===== src/hdl/dual_spi_register_slave_macros.svh =====
// ----------------------------------------------------------------------------
// Assertion macros for the dual SPI register slave
// Concurrent checks sampled on clk and switched off while arst_n is low.
// ----------------------------------------------------------------------------
`ifndef DUAL_SPI_REGISTER_SLAVE_MACROS_SVH
`define DUAL_SPI_REGISTER_SLAVE_MACROS_SVH

// The consequent must hold in the same cycle as the antecedent.
`define DSPI_ASSERT_SAME(lbl, ante, cons, msg) \
	lbl: assert property (@(posedge clk) disable iff (!arst_n) (ante) |-> (cons)) \
		else $error(msg);

// The consequent must hold in the cycle after the antecedent.
`define DSPI_ASSERT_NEXT(lbl, ante, cons, msg) \
	lbl: assert property (@(posedge clk) disable iff (!arst_n) (ante) |=> (cons)) \
		else $error(msg);

`endif


===== src/hdl/dspi_pkg.sv =====
// ----------------------------------------------------------------------------
// dspi_pkg
// Shared types and constants of the dual SPI register slave.
// ----------------------------------------------------------------------------
`timescale 1ns / 1ps
`default_nettype none

package dspi_pkg;

	localparam int STORE_AW = 9;

	typedef enum logic [1:0] {
		CMD_SELECT   = 2'd0,
		CMD_DESELECT = 2'd1,
		CMD_WRITE    = 2'd2,
		CMD_READ     = 2'd3
	} cmd_t;

	typedef enum logic [1:0] {
		SEL_NONE = 2'd0,
		SEL_TEXT = 2'd1,
		SEL_A    = 2'd2,
		SEL_B    = 2'd3
	} sel_t;

	typedef enum logic [1:0] {
		MODE_WRITE  = 2'd0,
		MODE_READ   = 2'd1,
		MODE_IGNORE = 2'd2
	} mode_t;

	// Highest valid device code on a select transfer (device B).
	localparam logic [1:0] DEV_MAX = 2'd2;

	// Command byte decoding.
	localparam logic [7:0] A_WRITE_LO  = 8'h20;
	localparam logic [7:0] A_IGNORE_LO = 8'h40;
	localparam logic [7:0] A_ADDR_MASK = 8'h1F;
	localparam logic [7:0] B_READ_BIT  = 8'h80;
	localparam logic [7:0] STATUS_BYTE = 8'h00;

	// Store access issued by an accepted transfer.
	typedef struct packed {
		logic                we;
		logic                re;
		logic [STORE_AW-1:0] addr;
		logic [7:0]          wdata;
	} mem_req_t;

	// What the output stage needs to finish a transfer.
	typedef struct packed {
		logic       is_read;
		logic       mem_read;
		logic       status;
		logic       text_valid;
		logic [7:0] text_char;
	} item_info_t;

endpackage

`default_nettype wire


===== src/hdl/dspi_ram.sv =====
// ----------------------------------------------------------------------------
// dspi_ram
// Simple dual-port synchronous RAM with a registered read port.
// ----------------------------------------------------------------------------
`timescale 1ns / 1ps
`default_nettype none

module dspi_ram #(
	parameter int WIDTH  = 8,
	parameter int ADDR_W = 9
) (
	input  wire logic              clk,
	input  wire logic              we,
	input  wire logic [ADDR_W-1:0] waddr,
	input  wire logic [WIDTH-1:0]  wdata,
	input  wire logic              re,
	input  wire logic [ADDR_W-1:0] raddr,
	output      logic [WIDTH-1:0]  rdata
);

	localparam int DEPTH = 1 << ADDR_W;

	logic [WIDTH-1:0] mem [DEPTH];

	always_ff @(posedge clk) begin
		if (we) begin
			mem[waddr] <= wdata;
		end
	end

	always_ff @(posedge clk) begin
		if (re) begin
			rdata <= mem[raddr];
		end
	end

endmodule

`default_nettype wire


===== src/hdl/dspi_ctrl.sv =====
// ----------------------------------------------------------------------------
// dspi_ctrl
// Transaction state, command decoding and store address generation.
// ----------------------------------------------------------------------------
`timescale 1ns / 1ps
`default_nettype none

module dspi_ctrl (
	input  wire logic                 clk,
	input  wire logic                 arst_n,
	input  wire logic                 accept,
	input  wire logic [1:0]           command,
	input  wire logic [1:0]           device,
	input  wire logic [7:0]           data_byte,
	output      dspi_pkg::mem_req_t   req,
	output      dspi_pkg::item_info_t info
);

	dspi_pkg::sel_t  sel_q, sel_d;
	logic            taken_q, taken_d;
	logic            status_q, status_d;
	dspi_pkg::mode_t mode_q [2];
	dspi_pkg::mode_t mode_d [2];
	logic [7:0]      rp_q [2];
	logic [7:0]      rp_d [2];
	logic [7:0]      wp_q [2];
	logic [7:0]      wp_d [2];
	logic            is_reg;
	logic            dev;

	always_comb begin
		is_reg = (sel_q == dspi_pkg::SEL_A) || (sel_q == dspi_pkg::SEL_B);
		dev    = (sel_q == dspi_pkg::SEL_B);

		sel_d    = sel_q;
		taken_d  = taken_q;
		status_d = status_q;
		mode_d   = mode_q;
		rp_d     = rp_q;
		wp_d     = wp_q;

		req.we    = 1'b0;
		req.re    = 1'b0;
		req.addr  = '0;
		req.wdata = data_byte;

		info.is_read    = 1'b0;
		info.mem_read   = 1'b0;
		info.status     = 1'b0;
		info.text_valid = 1'b0;
		info.text_char  = '0;

		case (dspi_pkg::cmd_t'(command))
			dspi_pkg::CMD_SELECT: begin
				if (device <= dspi_pkg::DEV_MAX) begin
					sel_d    = dspi_pkg::sel_t'(2'(device + 2'd1));
					taken_d  = 1'b0;
					status_d = 1'b0;
				end
			end
			dspi_pkg::CMD_DESELECT: begin
				sel_d = dspi_pkg::SEL_NONE;
			end
			dspi_pkg::CMD_WRITE: begin
				if (sel_q == dspi_pkg::SEL_TEXT) begin
					info.text_valid = 1'b1;
					info.text_char  = data_byte;
				end else if (is_reg) begin
					if (!taken_q) begin
						taken_d = 1'b1;
						if (!dev) begin
							if (data_byte < dspi_pkg::A_WRITE_LO) begin
								mode_d[0] = dspi_pkg::MODE_READ;
								rp_d[0]   = data_byte;
							end else if (data_byte < dspi_pkg::A_IGNORE_LO) begin
								mode_d[0] = dspi_pkg::MODE_WRITE;
								wp_d[0]   = data_byte & dspi_pkg::A_ADDR_MASK;
							end else begin
								mode_d[0] = dspi_pkg::MODE_IGNORE;
							end
						end else begin
							if ((data_byte & dspi_pkg::B_READ_BIT) != 8'h00) begin
								mode_d[1] = dspi_pkg::MODE_READ;
								rp_d[1]   = data_byte;
							end else begin
								mode_d[1] = dspi_pkg::MODE_WRITE;
								wp_d[1]   = data_byte | dspi_pkg::B_READ_BIT;
							end
						end
					end else if (mode_q[dev] == dspi_pkg::MODE_WRITE) begin
						req.we      = 1'b1;
						req.addr    = {dev, wp_q[dev]};
						wp_d[dev]   = 8'(wp_q[dev] + 8'd1);
					end
				end
			end
			dspi_pkg::CMD_READ: begin
				info.is_read = 1'b1;
				if (is_reg && taken_q && (mode_q[dev] == dspi_pkg::MODE_READ)) begin
					if (!status_q) begin
						status_d    = 1'b1;
						info.status = 1'b1;
					end else begin
						req.re        = 1'b1;
						req.addr      = {dev, rp_q[dev]};
						info.mem_read = 1'b1;
						rp_d[dev]     = 8'(rp_q[dev] + 8'd1);
					end
				end
			end
			default: begin
			end
		endcase
	end

	always_ff @(posedge clk or negedge arst_n) begin
		if (!arst_n) begin
			sel_q     <= dspi_pkg::SEL_NONE;
			taken_q   <= 1'b0;
			status_q  <= 1'b0;
			mode_q[0] <= dspi_pkg::MODE_WRITE;
			mode_q[1] <= dspi_pkg::MODE_WRITE;
			rp_q[0]   <= '0;
			rp_q[1]   <= '0;
			wp_q[0]   <= '0;
			wp_q[1]   <= '0;
		end else if (accept) begin
			sel_q    <= sel_d;
			taken_q  <= taken_d;
			status_q <= status_d;
			mode_q   <= mode_d;
			rp_q     <= rp_d;
			wp_q     <= wp_d;
		end
	end

endmodule

`default_nettype wire


===== src/hdl/dual_spi_register_slave.sv =====
// A transfer passes through stage one and then the output register. Throughput: one
// transfer per cycle unless a held result stalls the output; the store's single read and write port suffice.
// Reset: all control state clears at once, then a clearing pass writes zero into the
// 512-entry store one entry per cycle, so in_ready stays low until every entry is cleared.
// The result register lets a new transfer enter while the previous result waits.
// ----------------------------------------------------------------------------
// dual_spi_register_slave
// Three SPI slaves on one byte port: a text sink and two register devices.
// ----------------------------------------------------------------------------
`timescale 1ns / 1ps
`default_nettype none

`include "dual_spi_register_slave_macros.svh"

module dual_spi_register_slave (
	input  wire logic       clk,
	input  wire logic       arst_n,
	input  wire logic       in_valid,
	output      logic       in_ready,
	input  wire logic [1:0] command,
	input  wire logic [1:0] device,
	input  wire logic [7:0] data_byte,
	output      logic       out_valid,
	input  wire logic       out_ready,
	output      logic [7:0] read_data,
	output      logic       text_valid,
	output      logic [7:0] text_char
);

	// Clearing pass over the store after reset.
	logic                          clr_q;
	logic [dspi_pkg::STORE_AW-1:0] clr_addr_q;

	// Transfer decode and store access.
	logic                 accept;
	dspi_pkg::mem_req_t   req;
	dspi_pkg::item_info_t info;
	logic                 ram_we;
	logic                 ram_re;
	logic [dspi_pkg::STORE_AW-1:0] ram_waddr;
	logic [7:0]           ram_wdata;
	logic [7:0]           ram_rdata;

	// Stage one waits for the store read data; the output register follows it.
	logic                 v_s1;
	dspi_pkg::item_info_t info_s1;
	logic                 s1_move;
	logic                 out_valid_q;
	logic [7:0]           read_data_q;
	logic                 text_valid_q;
	logic [7:0]           text_char_q;

	// The byte last returned by a store or status read; only reads change it.
	logic [7:0]           held_q;
	logic [7:0]           held_next;

	assign s1_move  = v_s1 && (!out_valid_q || out_ready);
	assign in_ready = !clr_q && (!v_s1 || s1_move);
	assign accept   = in_valid && in_ready;

	dspi_ctrl u_ctrl (
		.clk       (clk),
		.arst_n    (arst_n),
		.accept    (accept),
		.command   (command),
		.device    (device),
		.data_byte (data_byte),
		.req       (req),
		.info      (info)
	);

	// During the clearing pass the write port belongs to the sweep. A transfer only
	// ever writes or reads, so the two ports never touch one entry in one cycle, and a
	// read of an entry written by the preceding transfer already sees the new byte.
	assign ram_we    = clr_q || (accept && req.we);
	assign ram_waddr = clr_q ? clr_addr_q : req.addr;
	assign ram_wdata = clr_q ? 8'h00 : req.wdata;
	assign ram_re    = accept && req.re;

	dspi_ram #(
		.WIDTH  (8),
		.ADDR_W (dspi_pkg::STORE_AW)
	) u_ram (
		.clk   (clk),
		.we    (ram_we),
		.waddr (ram_waddr),
		.wdata (ram_wdata),
		.re    (ram_re),
		.raddr (req.addr),
		.rdata (ram_rdata)
	);

	always_ff @(posedge clk or negedge arst_n) begin
		if (!arst_n) begin
			clr_q      <= 1'b1;
			clr_addr_q <= '0;
		end else if (clr_q) begin
			clr_addr_q <= clr_addr_q + 1'b1;
			if (clr_addr_q == '1) begin
				clr_q <= 1'b0;
			end
		end
	end

	// The RAM read data is held while stage one stalls, because no new transfer is
	// accepted (and so no read issued) until stage one moves on.
	always_comb begin
		if (info_s1.mem_read) begin
			held_next = ram_rdata;
		end else if (info_s1.status) begin
			held_next = dspi_pkg::STATUS_BYTE;
		end else begin
			held_next = held_q;
		end
	end

	always_ff @(posedge clk or negedge arst_n) begin
		if (!arst_n) begin
			v_s1        <= 1'b0;
			out_valid_q <= 1'b0;
			held_q      <= 8'h00;
		end else begin
			if (accept) begin
				v_s1 <= 1'b1;
			end else if (s1_move) begin
				v_s1 <= 1'b0;
			end
			if (s1_move) begin
				out_valid_q <= 1'b1;
				held_q      <= held_next;
			end else if (out_ready) begin
				out_valid_q <= 1'b0;
			end
		end
	end

	always_ff @(posedge clk) begin
		if (accept) begin
			info_s1 <= info;
		end
		if (s1_move) begin
			read_data_q  <= info_s1.is_read ? held_next : 8'h00;
			text_valid_q <= info_s1.text_valid;
			text_char_q  <= info_s1.text_char;
		end
	end

	assign out_valid  = out_valid_q;
	assign read_data  = read_data_q;
	assign text_valid = text_valid_q;
	assign text_char  = text_char_q;

	// No transfer may enter while the store is still being cleared.
	`DSPI_ASSERT_SAME(a_no_accept_in_clear, clr_q, !in_ready, "transfer accepted during clear")
	// A transfer never reads and writes the store at once.
	`DSPI_ASSERT_SAME(a_no_rw_overlap, accept, !(req.we && req.re), "store read and write together")
	// A stalled stage one keeps its transfer.
	`DSPI_ASSERT_NEXT(a_s1_hold, v_s1 && !s1_move, v_s1, "stage one lost a transfer")
	// Text output only comes from write transfers, which return no port byte.
	`DSPI_ASSERT_SAME(a_text_no_read, out_valid && text_valid, read_data == 8'h00,
		"text result carries read data")

endmodule

`default_nettype wire

===== config.mk =====
export PLATFORM = sky130hd
export DESIGN_NAME = dual_spi_register_slave
export DESIGN_NICKNAME = d
export VERILOG_FILES = /design/src/hdl/dspi_pkg.sv /design/src/hdl/dspi_ram.sv /design/src/hdl/dspi_ctrl.sv /design/src/hdl/dual_spi_register_slave.sv
export VERILOG_INCLUDE_DIRS = /design/src /design/src/hdl
export SDC_FILE = /design/constraint.sdc
export NUM_CORES = 2
export LEC_CHECK = 0
export BUFFER_PORTS_ARGS = -buffer_cell sky130_fd_sc_hd__buf_4
export CORE_MARGIN = 1
export CORE_UTILIZATION = 35
export CTS_BUF_LIST = sky130_fd_sc_hd__clkbuf_4 sky130_fd_sc_hd__clkbuf_8 sky130_fd_sc_hd__clkbuf_16
export CTS_CLUSTER_DIAMETER = 200
export CTS_CLUSTER_SIZE = 12
export DETAILED_ROUTE_END_ITERATION = 7
export PLACE_DENSITY_LB_ADDON = 0.05
export SLEW_MARGIN = 10
export SYNTH_ARGS = -nofsm -noshare
export SYNTH_HDL_FRONTEND = slang
export SYNTH_SLANG_ARGS = --single-unit

===== constraint.sdc =====
create_clock -name clk -period 49 [get_ports clk]
set_input_delay 2.45 -clock clk [delete_from_list [all_inputs] [get_ports clk]]
set_output_delay 2.45 -clock clk [all_outputs]
set_load 0.005 [all_outputs]

==> metrics <==
EDFF count, synth 4,133; Crit Path Class in2reg; mux cell area share after synthesis 0.0293; clock-pin slew on the worst setup and hold paths 70 ps; Via Count 104,000; RSZ-0062 raised after global routing false; Leak Pwr a little under 60 nW; CTS Buf Count ~390; total gr overflow 0; setup TNS 0 ps; GRT Overall Usage 0.259; Synth Flop Type edfxtp_1; Post-Synth Adder-Cell Area 0.000679; crit path from command[0]; final cell count without fillers 17,900; top cells by area, synth edfxtp_1, nand2_1, a21oi_1; clk sinks 4,192; DR pass1 iterations 7; setup bufs post-CTS 0; Fillers 43,700; number of global-route vias before repair 100,000; final hold viol count 0; initial antenna violation count 73; pre-CTS WS 37,710 ps; post-synthesis xor/xnor area fraction 0.000792; Skew-Pair Late Insertion Delay 1030 ps; initial drt markers 13,300; Vias/cell 5.84; Setup crit end kind flop; Crit Path Max Fanout 48; Unique masters post-synth 94; final wirelength 636 mm; Area after DPL 173,000 sq um; Rel. slew slack 0.0545; Antenna Nets Post-Route 0; Core Area ~470,000 sq um; final RePlAce weighted congestion 0.825; CTS H-tree depth 5; DR WL/cell between 30 and 40 um; placed insts 17,400; Die Ht ~690 um; Worst Max-Slew Pin Slew 1410 ps; first-pass GRT wire length 870 mm; CTS max path bufs 4; Hold Crit Class reg2reg; final instance area between 150,000 and 200,000 sq um; max-cap viol count 0; post-CTS resize count 0; sequential fraction of the synthesis area 0.757; Yosys Warn Count 0; DR DRC count 0; die area 477,000 sq um; Final Core Density 0.390; Max Slew Vio Count 0; Power Total 6.84 mW; Mapped Avg Cell Area 14.3 sq um; R2R Path Start u_ctrl.sel_q[0]; Final Critical Period a little over 10,000 ps; largest net degree at the start of global routing ~160; netlist area before placement 166,000 sq um; Worst setup SP type input pin; HP Start info_s1[6]; Max Fclk about 98 MHz; fin crit share 0.209; Synth Area in Simple Gates 0.0926; Final WS setup slightly below 40,000 ps; Max IR drop VDD around 0.000026 V; cells after synthesis about 12,000; largest area contributor in the synthesized netlist edfxtp_1; flops & latches, synth roughly 4,200; Initial Util 0.352; top cell type's share of synthesized area 0.748; Die Span X 690 um; status completed; Setup Skew ~68 ps; Clock Tree Root clkbuf_16; commonest cells after routing, fill and taps aside edfxtp_1, nand2_1, a21oi_1, nor2_1, nand3_1; hpwl dp 376 mm; Power Density 37.2 nW/um^2; CTS tree built; async set or reset register ratio after synthesis 0.0141; I/O Buffers 34; Worst Path Arrival roughly 11,000 ps; Synth Area in Compound Gates 0.0949; final net count about 12,000; # setup viols final 0; largest family of logic cells by synthesized area compound AO/OA/AOI/OAI gates; most common cell after layout, fill and taps aside edfxtp_1; hold buffer count at cts 0; share of cells above drive strength 1 0.0898; area grow syn2layout 10.9%; I/O pin total 35; Hold WS roughly 410 ps; row count 252; Critical Path RT 49,870 ps; syn nets roughly 12,000
[logic make-up (layout without fill, tap and decap cells)]
group | after synthesis | count (layout)
other cells | 0 | 29
fa+ha+maj | 9 | 9
compound gates | 2426 | 2426
simple gates | 3729 | 3729
buf+inv | 816 | 830
mux | 433 | 433
flops | 4192 | 4192
xor+xnor | 15 | 15
[worst max-delay path, stage by stage]
cell	delay [ps]
buf_4	110
ha_1	500
nand4_1	200
a21o_1	420
inv_2	350
a21o_4	380
buf_4	460
buf_4	500
buf_4	570
buf_4	530
buf_4	600
buf_4	590
buf_4	530
nand2_1	100
and3_1	190
a311oi_1	260
a31oi_1	130
a221oi_1	320
nor3_1	200
nor4_1	1120
and4bb_2	390
[routing by layer]
metal | routed length (um) | up-vias | GRT usage
met5 | 41 | - | 0
met4 | 14200 | 6 | 0.0532
met3 | 46200 | 689 | 0.0376
met2 | 286000 | 4363 | 0.401
met1 | 290000 | 55300 | 0.389
li1 | - | 44000 | -
[report_power, final]
group	internal [mW]	switching [mW]	leakage, nW
Clock	1.45	1.33	5.14
Sequential	3.95	0.00746	37.9
Combinational	0.0182	0.0879	15.2
Total	5.42	1.42	58.3
[cell type report]
cell class                 instances  area [sq um]  area share
antenna                           29          72.6    0.000395
clock inverter                    14           175    0.000952
clock buffer                     437         10200      0.0555
tap                             6223          7790      0.0423
timing repair buffer             364          3180      0.0173
multi-input combinational       6612         36900       0.200
inverter                          15          56.3    0.000306
sequential                      4192        126000       0.683
[flip-flops by register name, summed over array words and instances (netlist names)]
name and flops:
u_ctrl.sel_q 2, clr_q 1, clr_addr_q 9, v_s1 1, u_ctrl.rp_q 16, u_ram.mem 4096, u_ctrl.status_q 1, text_valid 1
u_ctrl.mode_q 3, read_data 8, held_q 8, info_s1 12, u_ctrl.wp_q 16, u_ram.rdata 8, u_ctrl.taken_q 1, out_valid 1
text_char 8
[synth_stat cells (all sizes together) (15+ instances only)]
cell type  number
mux4           33
nor2b          22
and3           69
a32oi          50
buf           620
a2111oi        36
o32ai          16
a221o          57
o21ai         332
a21oi         964
dfrtp          58
o22ai          84
o31ai          17
edfxtp       4133
a211oi        139
mux2           82
and2           15
a31oi         113
nand2        2323
nand4          47
a22oi          89
o2bb2ai        39
nand3         503
clkbuf        181
nor2          613
a311oi         82
mux2i         318
nor3           78
nor4           22
o221ai         72
o2111ai        17
o211ai         30
a221oi        193
[worst paths after layout]
check	to	cells past startpoint	slack, ps
min in group asynchronous	held_q[2]	1	1550
max in group asynchronous	u_ctrl.rp_q[4]	1	46850
worst max-delay path	u_ram.rdata[7]	21	38760
worst min register to register	text_char[6]	0	410
worst min-delay path	text_char[6]	0	410
worst max register to register	u_ram.rdata[7]	19	39940
Power figures use the tool's default switching activity.
